$ cat config.mk
export PLATFORM = sky130hd
export DESIGN_NAME = debounced_input_event_queue
export DESIGN_NICKNAME = d
export VERILOG_FILES = /design/src/dieq_pkg.sv /design/src/dieq_front.sv /design/src/dieq_cmd_fifo.sv /design/src/dieq_back.sv /design/src/debounced_input_event_queue.sv
export SDC_FILE = /design/constraint.sdc
export NUM_CORES = 1
export LEC_CHECK = 0
export ABC_CLOCK_PERIOD_IN_PS = 8700
export BUFFER_PORTS_ARGS = -buffer_cell sky130_fd_sc_hd__buf_2
export CORE_ASPECT_RATIO = 1.1
export CORE_UTILIZATION = 54
export DETAILED_ROUTE_END_ITERATION = 8
export PLACE_DENSITY = 0.79
export RECOVER_POWER = 25
export SYNTH_ARGS = -nofsm -noshare
export SYNTH_HDL_FRONTEND = slang
export SYNTH_HIERARCHICAL = 1
export SYNTH_SLANG_ARGS = --single-unit
$ cat constraint.sdc
create_clock -name clk -period 8.7 [get_ports clk]
set_input_delay 1.305 -clock clk [delete_from_list [all_inputs] [get_ports clk]]
set_output_delay 1.305 -clock clk [all_outputs]
set_load 0.02 [all_outputs]
$ cat src/dieq_pkg.sv
// ----------------------------------------------------------------------------
// dieq_pkg
// Shared codes, constants and types of the debounced input event queue.
// ----------------------------------------------------------------------------
package dieq_pkg;

  localparam int NUM_INPUTS = 4;
  localparam int EV_W       = 3;
  localparam int REQ_W      = 2;
  localparam int TIME_W     = 32;
  localparam int CFG_W      = 16;
  localparam int CFG_IDX_W  = 2;
  localparam int CMDQ_DEPTH = 4;
  localparam int CMDQ_AW    = 2;

  // input positions in sampling order
  localparam int IDX_NEEDLE = 3;

  // request codes
  localparam logic [REQ_W-1:0] REQ_SAMPLE = 2'd0;
  localparam logic [REQ_W-1:0] REQ_POP    = 2'd1;
  localparam logic [REQ_W-1:0] REQ_STOP   = 2'd2;

  // event codes
  localparam logic [EV_W-1:0] EV_NONE       = 3'd0;
  localparam logic [EV_W-1:0] EV_STOP       = 3'd1;
  localparam logic [EV_W-1:0] EV_LEFT_DOWN  = 3'd2;
  localparam logic [EV_W-1:0] EV_LEFT_UP    = 3'd3;
  localparam logic [EV_W-1:0] EV_MEASURE    = 3'd4;
  localparam logic [EV_W-1:0] EV_CALIBRATE  = 3'd5;
  localparam logic [EV_W-1:0] EV_NEEDLE_IN  = 3'd6;
  localparam logic [EV_W-1:0] EV_NEEDLE_OUT = 3'd7;

  // register indexes
  localparam logic [CFG_IDX_W-1:0] REG_BUTTON_DEBOUNCE     = 2'd0;
  localparam logic [CFG_IDX_W-1:0] REG_NEEDLE_INSERT       = 2'd1;
  localparam logic [CFG_IDX_W-1:0] REG_NEEDLE_REMOVE       = 2'd2;

  localparam logic [CFG_W-1:0] DEBOUNCE_RESET = 16'd50;

  // element k is the code of input k
  localparam logic [NUM_INPUTS-1:0][EV_W-1:0] PRESS_CODES =
    {EV_NEEDLE_IN, EV_CALIBRATE, EV_MEASURE, EV_LEFT_DOWN};
  localparam logic [NUM_INPUTS-1:0][EV_W-1:0] RELEASE_CODES =
    {EV_NEEDLE_OUT, EV_NONE, EV_NONE, EV_LEFT_UP};

  // command kinds between front and back
  localparam logic [1:0] CMD_EVENTS = 2'd0;
  localparam logic [1:0] CMD_POP    = 2'd1;
  localparam logic [1:0] CMD_STOP   = 2'd2;

  typedef struct packed {
    logic [1:0]                           kind;
    logic [NUM_INPUTS-1:0]                mask;
    logic [NUM_INPUTS-1:0][EV_W-1:0]      codes;
  } cmd_t;

  typedef struct packed {
    logic ring_empty;
    logic ring_full;
    logic stop_pending;
  } ring_status_t;

endpackage

$ cat src/dieq_front.sv
// ----------------------------------------------------------------------------
// dieq_front
// Debounce state of the four inputs and the settle-time registers; turns each
// accepted pop, stop, or input-settling sample into a command for the back end.
// ----------------------------------------------------------------------------
module dieq_front (
  input  logic                               clk,
  input  logic                               rst_n,
  input  logic                               cfg_we,
  input  logic [dieq_pkg::CFG_IDX_W-1:0]     cfg_index,
  input  logic [dieq_pkg::CFG_W-1:0]         cfg_wdata,
  input  logic                               in_fire,
  input  logic [dieq_pkg::REQ_W-1:0]         in_req_type,
  input  logic [dieq_pkg::TIME_W-1:0]        in_now_ms,
  input  logic [dieq_pkg::NUM_INPUTS-1:0]    in_levels,
  output logic                               cmd_push,
  output dieq_pkg::cmd_t                     cmd_data
);
  import dieq_pkg::*;

  logic [CFG_W-1:0] button_ms_r;
  logic [CFG_W-1:0] needle_in_ms_r;
  logic [CFG_W-1:0] needle_out_ms_r;

  logic [NUM_INPUTS-1:0]              raw_r, raw_nxt;
  logic [NUM_INPUTS-1:0]              stable_r, stable_nxt;
  logic [NUM_INPUTS-1:0][TIME_W-1:0]  time_r, time_nxt;

  logic [NUM_INPUTS-1:0][CFG_W-1:0]   settle;
  logic [NUM_INPUTS-1:0][TIME_W-1:0]  elapsed;
  logic [NUM_INPUTS-1:0]              fire;
  logic [NUM_INPUTS-1:0][EV_W-1:0]    codes;
  logic                               sample_go;

  assign sample_go = in_fire && (in_req_type == REQ_SAMPLE);

  always_ff @(posedge clk) begin
    if (!rst_n) begin
      button_ms_r     <= DEBOUNCE_RESET;
      needle_in_ms_r  <= DEBOUNCE_RESET;
      needle_out_ms_r <= DEBOUNCE_RESET;
    end else if (cfg_we) begin
      case (cfg_index)
        REG_BUTTON_DEBOUNCE: button_ms_r     <= cfg_wdata;
        REG_NEEDLE_INSERT:   needle_in_ms_r  <= cfg_wdata;
        REG_NEEDLE_REMOVE:   needle_out_ms_r <= cfg_wdata;
        default: ;
      endcase
    end
  end

  // four independent debounce comparators
  always_comb begin
    raw_nxt    = raw_r;
    stable_nxt = stable_r;
    time_nxt   = time_r;
    for (int k = 0; k < NUM_INPUTS; k++) begin
      raw_nxt[k]  = in_levels[k];
      time_nxt[k] = (in_levels[k] != raw_r[k]) ? in_now_ms : time_r[k];
      if (k == IDX_NEEDLE) begin
        settle[k] = in_levels[k] ? needle_out_ms_r : needle_in_ms_r;
      end else begin
        settle[k] = button_ms_r;
      end
      elapsed[k] = in_now_ms - time_nxt[k];
      fire[k]    = (in_levels[k] != stable_r[k]) &&
                   (elapsed[k] >= {{(TIME_W-CFG_W){1'b0}}, settle[k]});
      codes[k]   = in_levels[k] ? RELEASE_CODES[k] : PRESS_CODES[k];
      if (fire[k]) begin
        stable_nxt[k] = in_levels[k];
      end
    end
  end

  always_ff @(posedge clk) begin
    if (!rst_n) begin
      raw_r    <= '1;
      stable_r <= '1;
      time_r   <= '0;
    end else if (sample_go) begin
      raw_r    <= raw_nxt;
      stable_r <= stable_nxt;
      time_r   <= time_nxt;
    end
  end

  always_comb begin
    cmd_push       = 1'b0;
    cmd_data.kind  = CMD_EVENTS;
    cmd_data.mask  = fire;
    cmd_data.codes = codes;
    if (in_fire) begin
      case (in_req_type)
        REQ_SAMPLE: begin
          cmd_push      = |fire;
          cmd_data.kind = CMD_EVENTS;
        end
        REQ_POP: begin
          cmd_push      = 1'b1;
          cmd_data.kind = CMD_POP;
        end
        REQ_STOP: begin
          cmd_push      = 1'b1;
          cmd_data.kind = CMD_STOP;
        end
        default: cmd_push = 1'b0;
      endcase
    end
  end

endmodule

$ cat src/dieq_cmd_fifo.sv
// ----------------------------------------------------------------------------
// dieq_cmd_fifo
// Short command queue between the front and back ends.
// ----------------------------------------------------------------------------
module dieq_cmd_fifo (
  input  logic            clk,
  input  logic            rst_n,
  input  logic            push,
  input  dieq_pkg::cmd_t  push_data,
  input  logic            pop,
  output dieq_pkg::cmd_t  head,
  output logic            empty,
  output logic            full
);
  import dieq_pkg::*;

  cmd_t               entries [CMDQ_DEPTH];
  logic [CMDQ_AW-1:0] wr_ptr_r;
  logic [CMDQ_AW-1:0] rd_ptr_r;
  logic [CMDQ_AW:0]   cnt_r;

  assign empty = (cnt_r == '0);
  assign full  = (cnt_r == (CMDQ_AW+1)'(CMDQ_DEPTH));
  assign head  = entries[rd_ptr_r];

  always_ff @(posedge clk) begin
    if (push) begin
      entries[wr_ptr_r] <= push_data;
    end
  end

  always_ff @(posedge clk) begin
    if (!rst_n) begin
      wr_ptr_r <= '0;
      rd_ptr_r <= '0;
      cnt_r    <= '0;
    end else begin
      if (push) begin
        wr_ptr_r <= wr_ptr_r + 1'b1;
      end
      if (pop) begin
        rd_ptr_r <= rd_ptr_r + 1'b1;
      end
      case ({push, pop})
        2'b10:   cnt_r <= cnt_r + 1'b1;
        2'b01:   cnt_r <= cnt_r - 1'b1;
        default: cnt_r <= cnt_r;
      endcase
    end
  end

endmodule

$ cat src/dieq_back.sv
// ----------------------------------------------------------------------------
// dieq_back
// Executes commands: event ring writes, stop flag and pop results, with a
// registered result stage.
// ----------------------------------------------------------------------------
module dieq_back #(
  parameter int RING_DEPTH = 16
) (
  input  logic                         clk,
  input  logic                         rst_n,
  input  logic                         cmd_valid,
  input  dieq_pkg::cmd_t               cmd,
  output logic                         cmd_pop,
  output logic                         out_valid,
  input  logic                         out_ready,
  output logic [dieq_pkg::EV_W-1:0]    out_event_code,
  output dieq_pkg::ring_status_t       status
);
  import dieq_pkg::*;

  localparam int AW = $clog2(RING_DEPTH);
  localparam logic [AW-1:0] RING_LAST = AW'(RING_DEPTH - 1);

  logic [EV_W-1:0] ring [RING_DEPTH];

  logic [AW-1:0]         wr_idx_r, wr_inc;
  logic [AW-1:0]         rd_idx_r, rd_inc;
  logic                  stop_r, stop_nxt;
  logic [NUM_INPUTS-1:0] done_r, done_nxt;
  logic                  out_valid_r, out_valid_nxt;
  logic [EV_W-1:0]       out_code_r;

  logic [NUM_INPUTS-1:0] remaining;
  logic [NUM_INPUTS-1:0] pick;
  logic                  last;
  logic [EV_W-1:0]       push_code;
  logic                  push_go;
  logic                  pop_go;
  logic                  ring_we;
  logic                  ring_empty;
  logic                  ring_full;
  logic                  out_free;

  assign wr_inc     = (wr_idx_r == RING_LAST) ? '0 : wr_idx_r + 1'b1;
  assign rd_inc     = (rd_idx_r == RING_LAST) ? '0 : rd_idx_r + 1'b1;
  assign ring_empty = (wr_idx_r == rd_idx_r);
  assign ring_full  = (wr_inc == rd_idx_r);
  assign out_free   = !out_valid_r || out_ready;

  // one event per cycle, lowest input first
  assign remaining = cmd.mask & ~done_r;
  assign pick      = remaining & (~remaining + 1'b1);
  assign last      = (remaining == pick);

  always_comb begin
    push_code = EV_NONE;
    for (int k = 0; k < NUM_INPUTS; k++) begin
      if (pick[k]) begin
        push_code = cmd.codes[k];
      end
    end
  end

  always_comb begin
    cmd_pop  = 1'b0;
    push_go  = 1'b0;
    pop_go   = 1'b0;
    done_nxt = done_r;
    stop_nxt = stop_r;
    if (cmd_valid) begin
      case (cmd.kind)
        CMD_EVENTS: begin
          push_go = |pick;
          if (last) begin
            cmd_pop  = 1'b1;
            done_nxt = '0;
          end else begin
            done_nxt = done_r | pick;
          end
        end
        CMD_POP: begin
          pop_go  = out_free;
          cmd_pop = out_free;
          if (out_free) begin
            stop_nxt = 1'b0;
          end
        end
        CMD_STOP: begin
          cmd_pop  = 1'b1;
          stop_nxt = 1'b1;
        end
        default: cmd_pop = 1'b1;
      endcase
    end
  end

  // full ring drops the event
  assign ring_we = push_go && !ring_full;

  always_comb begin
    if (pop_go) begin
      out_valid_nxt = 1'b1;
    end else if (out_ready) begin
      out_valid_nxt = 1'b0;
    end else begin
      out_valid_nxt = out_valid_r;
    end
  end

  always_ff @(posedge clk) begin
    if (ring_we) begin
      ring[wr_idx_r] <= push_code;
    end
  end

  always_ff @(posedge clk) begin
    if (pop_go) begin
      if (stop_r) begin
        out_code_r <= EV_STOP;
      end else if (ring_empty) begin
        out_code_r <= EV_NONE;
      end else begin
        out_code_r <= ring[rd_idx_r];
      end
    end
  end

  always_ff @(posedge clk) begin
    if (!rst_n) begin
      wr_idx_r    <= '0;
      rd_idx_r    <= '0;
      stop_r      <= 1'b0;
      done_r      <= '0;
      out_valid_r <= 1'b0;
    end else begin
      stop_r      <= stop_nxt;
      done_r      <= done_nxt;
      out_valid_r <= out_valid_nxt;
      if (ring_we) begin
        wr_idx_r <= wr_inc;
      end
      if (pop_go && !stop_r && !ring_empty) begin
        rd_idx_r <= rd_inc;
      end
    end
  end

  assign out_valid           = out_valid_r;
  assign out_event_code      = out_code_r;
  assign status.ring_empty   = ring_empty;
  assign status.ring_full    = ring_full;
  assign status.stop_pending = stop_r;

endmodule

$ cat src/debounced_input_event_queue.sv
// ----------------------------------------------------------------------------
// debounced_input_event_queue
// Debounces four active-low inputs against a millisecond timestamp and queues
// the resulting button and needle events for later retrieval.
// ----------------------------------------------------------------------------
// The front end takes one request per cycle and updates the debounce state in
// that cycle; requests then pass through a four-entry command queue to the
// back end. A pop result is loaded into the output register once the pop
// reaches the head of the command queue, provided that register is free or
// being read in that cycle, so an accepted pop meeting an idle back end passes
// through the command queue and the output register before it transfers out.
// The event ring has a single write port, so a sample that settles more than
// one input writes its events one at a time and holds the back end until the
// last is written; a stop is taken at once, a pop as soon as the output
// register is free, and samples that settle nothing or unused request codes
// never reach it. in_ready drops only while the command queue is full. The
// ring holds RING_DEPTH-1 events, further events are dropped, and a pending
// stop is reported ahead of queued events.
module debounced_input_event_queue #(
  parameter int RING_DEPTH = 16
) (
  input  logic                              clk,
  input  logic                              rst_n,
  input  logic                              cfg_valid,
  output logic                              cfg_ready,
  input  logic [dieq_pkg::CFG_IDX_W-1:0]    cfg_index,
  input  logic [dieq_pkg::CFG_W-1:0]        cfg_wdata,
  input  logic                              in_valid,
  output logic                              in_ready,
  input  logic [dieq_pkg::REQ_W-1:0]        in_req_type,
  input  logic [dieq_pkg::TIME_W-1:0]       in_now_ms,
  input  logic                              in_left_level,
  input  logic                              in_measure_level,
  input  logic                              in_calibrate_level,
  input  logic                              in_needle_level,
  output logic                              out_valid,
  input  logic                              out_ready,
  output logic [dieq_pkg::EV_W-1:0]         out_event_code
);
  import dieq_pkg::*;

  logic         in_fire;
  logic         cq_push;
  cmd_t         cq_data;
  cmd_t         cq_head;
  logic         cq_empty;
  logic         cq_full;
  logic         cq_pop;
  ring_status_t ring_status;

  assign cfg_ready = 1'b1;
  assign in_ready  = !cq_full;
  assign in_fire   = in_valid && in_ready;

  dieq_front u_front (
    .clk         (clk),
    .rst_n       (rst_n),
    .cfg_we      (cfg_valid && cfg_ready),
    .cfg_index   (cfg_index),
    .cfg_wdata   (cfg_wdata),
    .in_fire     (in_fire),
    .in_req_type (in_req_type),
    .in_now_ms   (in_now_ms),
    .in_levels   ({in_needle_level, in_calibrate_level, in_measure_level,
                   in_left_level}),
    .cmd_push    (cq_push),
    .cmd_data    (cq_data)
  );

  dieq_cmd_fifo u_cmd_fifo (
    .clk       (clk),
    .rst_n     (rst_n),
    .push      (cq_push),
    .push_data (cq_data),
    .pop       (cq_pop),
    .head      (cq_head),
    .empty     (cq_empty),
    .full      (cq_full)
  );

  dieq_back #(
    .RING_DEPTH (RING_DEPTH)
  ) u_back (
    .clk            (clk),
    .rst_n          (rst_n),
    .cmd_valid      (!cq_empty),
    .cmd            (cq_head),
    .cmd_pop        (cq_pop),
    .out_valid      (out_valid),
    .out_ready      (out_ready),
    .out_event_code (out_event_code),
    .status         (ring_status)
  );

  // front never writes a full command queue
  a_no_push_full: assert property (@(posedge clk) disable iff (!rst_n)
    cq_push |-> !cq_full)
    else $error("command pushed into full queue");

  a_no_pop_empty: assert property (@(posedge clk) disable iff (!rst_n)
    cq_pop |-> !cq_empty)
    else $error("command popped from empty queue");

  a_ring_sane: assert property (@(posedge clk) disable iff (!rst_n)
    !(ring_status.ring_empty && ring_status.ring_full))
    else $error("event ring both empty and full");

  // a stop command always leaves the flag set
  a_stop_sets_flag: assert property (@(posedge clk) disable iff (!rst_n)
    (cq_pop && (cq_head.kind == CMD_STOP)) |=> ring_status.stop_pending)
    else $error("stop command did not set pending flag");

endmodule
==> flow_metrics.py, run 1 <==
metrics = {
    "clocking": {
        "post-cts-setup-buffer-count": 0,
        "ctsHoldBuffers": 0,
        "cts_buffers": 40,
        "htree_levels": 2,
        "cts-root-buf": "clkbuf_16",
        "post_cts_resized": 0,
        "cts_tree": "yes",
        "cts_max_path_buffers": 3,
        "cts.sinks": 334,
        "clk_pin_slew_ps": 60,
        "clock_latency_ps": 570,
    },
    "run_status": {
        "status": "finished, violations left",
        "violations": "max-capacitance violations, max-slew violations",
    },
    "sta": {
        "finalSetupViolations": 0,
        "final.min_clock_period_ps": 8060,
        "fin_crit_sh": 0.926,
        "tightest_slew_ps": 3010,
        "final.setup.tns_ps": 0,
        "max_slew_margin": -1.01,
        "final-hold-violation-count": 0,
        "rsz0062_at_grt": "false",
        "fin_skew_ps": 22.0,
        "slew_viol_final": 116,
        "fmax_ghz": 0.124,
    },
    "placed_design": {
        "port_buffers": 65,
        "dp_hpwl_um": 51300,
        "gp_congestion": 0.986,
    },
    "detailed_routing": {
        "drt_pass1_iterations": 5,
        "drt_iter0_markers": 1735,
        "final_antenna_net_count": 0,
        "drt_wl_total_um": 69900,
        "drcViolationCount": 0,
        "vias": 21500,
        "wire_per_inst_um": 20.4,
        "avgViaCountPerCell": 6.29,
    },
    "die": {
        "pin_count": 67,
        "start_util": 0.551,
        "rows": 81,
        "design.core.area_mm2": 0.0448,
        "die_w_um": 206,
        "die_y_um": 226,
        "dieArea_mm2": 0.0466,
    },
    "cells_and_area": {
        "drive_gt1_frac": 0.0761,
        "antennaDiodeCount": 0,
        "areaGrowthSynthToFinish_pct": 7.69,
        "fin_util": 0.593,
        "final_nets": 3032,
    },
    "global_routing": {
        "grt.met2_usage": 0.534,
        "grt_pass1_vias": 20500,
        "grt-ovfl-total": 0,
        "grt_max_degree": 136,
        "met3_usage": 0.0439,
        "grt_pass1_wl_um": 109000,
        "track_usage": 0.299,
        "top_usage_layer": "met2",
        "antenna_found_initial": 0,
        "gr-usage-met1": 0.356,
    },
    "pwr": {
        "clockPowerShare": 0.310,
        "peakVddDrop_v": 0.000168,
        "sequentialPowerShare": 0.327,
        "power.switching_mw": 1.99,
        "finalPower_mw": 5.58,
        "leakage_nw": 10.9,
        "power.density_mw_per_mm2": 210,
        "p_sw_frac": 0.356,
        "p_int_mw": 3.59,
        "combinationalPowerShare": 0.363,
    },
    "synth": {
        "synth.avg_cell_area_um2": 8.70,
        "netlist_instances": 2837,
        "synth_warnings": 6,
        "synth_area_mm2": 0.0247,
    },
    "critical_path": {
        "crit_fanout": 7,
        "ff2ff_path_depth": 28,
        "cp_common_cell": "ha_1",
        "worstReg2RegStart": "u_front/raw_r[0]",
        "crit_required_ps": 9190,
        "r2r_slack_ps": 1170,
        "slowest_stage": "a221oi_1",
        "max_stage_delay_ps": 510,
        "r2r-end": "u_cmd_fifo/cnt_r[2]",
        "end_kind": "flip-flop",
        "critPathKind": "in2reg",
        "critPathLaunchType": "input port",
        "cp_data_arrival_time_ps": 8550,
    },
    "min_path": {
        "hold_depth": 2,
        "hp-start": "u_front/needle_out_ms_r[12]",
        "hold_end": "u_front/needle_out_ms_r[12]",
        "hold_path.class": "reg2reg",
    },
    "job": {
        "drv_cap": 3,
    },
}
cells in the final DEF (no fill, tap or decap), types with 54 or more instances in the layout:
cell      instances
a21oi_1         136
nand2b_1         54
nand3_1          54
edfxtp_1        123
mux2i_1         110
o21ai_0         125
a21boi_0        114
xnor2_1          76
buf_2            54
o211a_1          65
nand2_1         444
dfxtp_1         211
a21o_1           66
nor2_1          146
inv_1            97
ha_1            163
power groups by stage:
stage          Sequential [mW]  Clock [mW]  Combinational (mW)
6_report                  1.82        1.73                2.03
5_1_grt                   1.83        1.83                2.22
4_1_cts                   1.82        1.77                2.00
3_5_place_dp              1.86           0                1.98
3_3_place_gp              1.85           0                1.93
2_1_floorplan             1.84           0                1.49
stage by stage:
step / setup slack (ps) / hold WS [ps] / cell area [um^2] / std cells
final: 643 / 466 / 26600 / 3419
after global placement: 584 / 443 / 25300 / 3346
after floorplan: 971 / 428 / 24700 / 2842
after global routing: 226 / 486 / 26600 / 3419
after detailed placement: 419 / 459 / 25300 / 3346
after CTS: 964 / 466 / 26600 / 3419
final cells by class:
| class | count | area [um^2] |
|---|---|---|
| Clock buffer | 50 | 1070 |
| Multi-Input combinational cell | 2244 | 15700 |
| Inverter | 97 | 364 |
| Sequential cell | 334 | 7920 |
| Fill cell | 3857 | 18200 |
| Timing Repair Buffer | 90 | 480 |
| Tap cell | 581 | 727 |
| Clock inverter | 23 | 299 |
how the worst max path moves through the flow:
stage | from | endpoint | slack, ps | depth (start not counted)
floorplan | in_measure_level | u_cmd_fifo/cnt_r[2] | 970 | 34
global placement | in_left_level | u_cmd_fifo/cnt_r[2] | 580 | 29
detailed placement | in_left_level | u_cmd_fifo/cnt_r[2] | 420 | 29
CTS | in_left_level | u_cmd_fifo/cnt_r[2] | 960 | 29
global route | in_needle_level | u_cmd_fifo/cnt_r[2] | 230 | 29
finish | in_needle_level | u_cmd_fifo/cnt_r[2] | 640 | 29
registers in the layout (all words and copies together), names as in the netlist, 2 cells and up, named ones only:
name,flops
u_front/time_r,128
u_cmd_fifo/entries,72
u_back/ring,48
u_front/button_ms_r,16
u_front/needle_in_ms_r,16
u_front/needle_out_ms_r,16
u_back/done_r,4
u_back/rd_idx_r,4
u_back/wr_idx_r,4
u_front/raw_r,4
u_front/stable_r,4
u_back/out_event_code,3
u_cmd_fifo/cnt_r,3
u_cmd_fifo/rd_ptr_r,2
u_cmd_fifo/wr_ptr_r,2
metal layers:
| layer | routed length (um) | vias up |
|---|---|---|
| li1 | - | 10300 |
| met1 | 28300 | 10300 |
| met2 | 34700 | 725 |
| met3 | 4110 | 154 |
| met4 | 2840 | 0 |
| met5 | 0 | - |
worst max-delay path: cells and delay by family:
| family | cells | cell delay, ps |
|---|---|---|
| AO/OA/AOI/OAI | 13 | 3600 |
| AND/OR/NAND/NOR | 3 | 880 |
| buffers and inverters | 5 | 920 |
| adder cells (fa/ha/maj) | 5 | 1280 |
| XOR/XNOR | 3 | 550 |
No activity file was read; power rests on OpenSTA's default activity.
==> inputs of run 2 (changes only) <==
--- a/config.mk
+++ b/config.mk
@@ -5,12 +5,12 @@
 export SDC_FILE = /design/constraint.sdc
 export NUM_CORES = 1
 export LEC_CHECK = 0
-export ABC_CLOCK_PERIOD_IN_PS = 8700
+export ABC_CLOCK_PERIOD_IN_PS = 6900
 export BUFFER_PORTS_ARGS = -buffer_cell sky130_fd_sc_hd__buf_2
 export CORE_ASPECT_RATIO = 1.1
 export CORE_UTILIZATION = 54
 export DETAILED_ROUTE_END_ITERATION = 8
-export PLACE_DENSITY = 0.79
+export PLACE_DENSITY = 0.81
 export RECOVER_POWER = 25
 export SYNTH_ARGS = -nofsm -noshare
 export SYNTH_HDL_FRONTEND = slang
==> constraint.sdc (replaced) <==
create_clock -name clk -period 6.9 [get_ports clk]
set_input_delay 1.035 -clock clk [delete_from_list [all_inputs] [get_ports clk]]
set_output_delay 1.035 -clock clk [all_outputs]
set_load 0.02 [all_outputs]
==> run 2 against run 1 <==
  * The flow still finishes with violations (max-capacitance violations, max-slew violations)
  * Register-to-register slack got worse by 660 ps
  * Count of clock-buffer cells in the layout fell by 3
  * Flip-flop and latch count stayed put
  * Via count up 2.6%
  * First-iteration DRC count rose by 3.5%
  * Power rose by 29%
  * Sequential share of layout area down 1.2 points
  * Design area rose by 4.3%
  * Non-clock buffer count rose by 139
  * Critical path type unchanged
  * Critical endpoint unchanged
  * Highest routed layer unchanged
==> flow_metrics.py, run 2 (same netlist as run 1, synthesis figures left out) <==
metrics = {
    "sta": {
        "fmax_ghz": 0.153,
        "final-hold-violation-count": 0,
        "max_slew_margin": -0.319,
        "fin_crit_sh": 0.945,
        "finalSetupViolations": 0,
        "fin_skew_ps": 14.5,
        "setup_slack_ps": 379,
        "slew_viol_final": 118,
        "holdWs_ps": 462,
        "final.min_clock_period_ps": 6520,
        "tightest_slew_ps": 1970,
    },
    "critical_path": {
        "end_kind": "flip-flop",
        "cp_data_arrival_time_ps": 7010,
        "cp_common_cell": "ha_2",
        "slowest_stage": "or4_4",
        "critical_path_buf_inv_count": 4,
        "critPathKind": "in2reg",
        "crit_fanout": 3,
        "cp_top_family": "compound AO/OA/AOI/OAI gates",
        "max_stage_delay_ps": 570,
        "crit_required_ps": 7390,
        "critPathLaunchType": "input port",
    },
    "global_routing": {
        "grt-ovfl-total": 0,
        "track_usage": 0.303,
        "grt_max_degree": 131,
        "grt_pass1_vias": 21700,
        "antenna_found_initial": 0,
        "grt_pass1_wl_um": 111000,
    },
    "pwr": {
        "combinationalPowerShare": 0.380,
        "clockPowerShare": 0.299,
        "power.density_mw_per_mm2": 260,
        "leakage_nw": 11.6,
        "sequentialPowerShare": 0.321,
        "p_int_mw": 4.66,
        "peakVddDrop_v": 0.000224,
        "power.switching_mw": 2.54,
        "p_sw_frac": 0.353,
        "finalPower_mw": 7.20,
    },
    "placed_design": {
        "port_buffers": 65,
        "dp_hpwl_um": 53700,
        "pre_cts_ws_ps": -251,
        "gp_congestion": 1.00,
    },
    "die": {
        "rows": 81,
        "start_util": 0.551,
        "die_y_um": 226,
        "pin_count": 67,
        "die_w_um": 206,
        "dieArea_mm2": 0.0466,
        "design.core.area_mm2": 0.0448,
    },
    "run_status": {
        "violations": "max-capacitance violations, max-slew violations",
        "status": "finished, violations left",
    },
    "detailed_routing": {
        "wire_per_inst_um": 19.8,
        "avgViaCountPerCell": 6.20,
        "drt_wl_total_um": 70400,
        "drt_pass1_iterations": 6,
        "final_antenna_net_count": 0,
        "drcViolationCount": 0,
        "vias": 22100,
        "drt_iter0_markers": 1796,
    },
    "clocking": {
        "clk_pin_slew_ps": 60,
        "cts-root-buf": "clkbuf_16",
        "cts.sinks": 334,
        "cts_max_path_buffers": 3,
        "ctsHoldBuffers": 0,
        "clock_latency_ps": 560,
        "cts_tree": "yes",
        "cts_buffers": 39,
        "htree_levels": 2,
    },
    "cells_and_area": {
        "largest_reg_flops": 128,
        "final_nets": 3170,
        "layout_common_cells": "nand2_1 (444), dfxtp_1 (211), ha_1 (160)",
        "regMostFlops": "u_front/time_r",
        "drive_gt1_frac": 0.125,
        "areaGrowthSynthToFinish_pct": 12.3,
        "mostFrequentLayoutCell": "nand2_1",
        "reg_top3": "u_front/time_r (128), u_cmd_fifo/entries (72), u_back/ring (48)",
    },
    "min_path": {
        "hold_path.class": "reg2reg",
    },
    "job": {
        "drv_cap": 4,
    },
}
[run 2: metal layers]
layer | routed length (um) | track usage | vias up
met5 | 0 | 0 | -
met2 | 35500 | 0.549 | 679
met1 | 27600 | 0.342 | 10600
met4 | 3640 | 0.158 | 0
li1 | - | - | 10600
met3 | 3680 | 0.0397 | 189
[run 2: worst paths after layout]
path	startpoint	to	slack (ps)	cells after the start
setup / recovery	in_calibrate_level	u_cmd_fifo/cnt_r[2]	380	32
hold / removal	u_front/time_r[19]	u_front/time_r[19]	460	2
setup reg to reg	u_front/raw_r[2]	u_cmd_fifo/cnt_r[2]	510	31
hold reg to reg	u_front/time_r[19]	u_front/time_r[19]	460	2
[run 2: per-stage QoR]
step	cells	area (um^2)	utilization	TNS, ps
6_report	3557	27700	0.619	0
5_1_grt	3555	27700	0.619	-1.47
4_1_cts	3554	27700	0.618	0
3_5_place_dp	3484	26400	0.588	-300
3_3_place_gp	3484	26400	0.588	-52.3
2_1_floorplan	2842	24800	-	-194
[run 2: cell type report]
type / instances / area (um^2)
inverter: 97 / 364
clock buffer: 47 / 1060
antenna: 2 / 5.00
fill: 3778 / 17100
timing repair buffer: 229 / 1570
sequential: 334 / 7920
tap: 581 / 727
multi-input combinational: 2244 / 15800
clock inverter: 23 / 277
[run 2: worst min-delay path: stages, from the launching register on]
cell	delay, ps
dfxtp_1	300
nand2_1	40
a21boi_0	60
[run 2: what timing repair did]
item	in CTS	in global routing
buffers inserted	0	1
setup endpoints to repair	0	1
gates resized for setup	0	9
[run 2: power groups by stage]
stage / clock network, mW / registers, mW / logic (mW)
2_1_floorplan: 0 / 2.33 / 1.89
3_3_place_gp: 0 / 2.34 / 2.60
3_5_place_dp: 0 / 2.35 / 2.68
4_1_cts: 2.20 / 2.31 / 2.70
5_1_grt: 2.27 / 2.32 / 3.00
6_report: 2.15 / 2.31 / 2.74
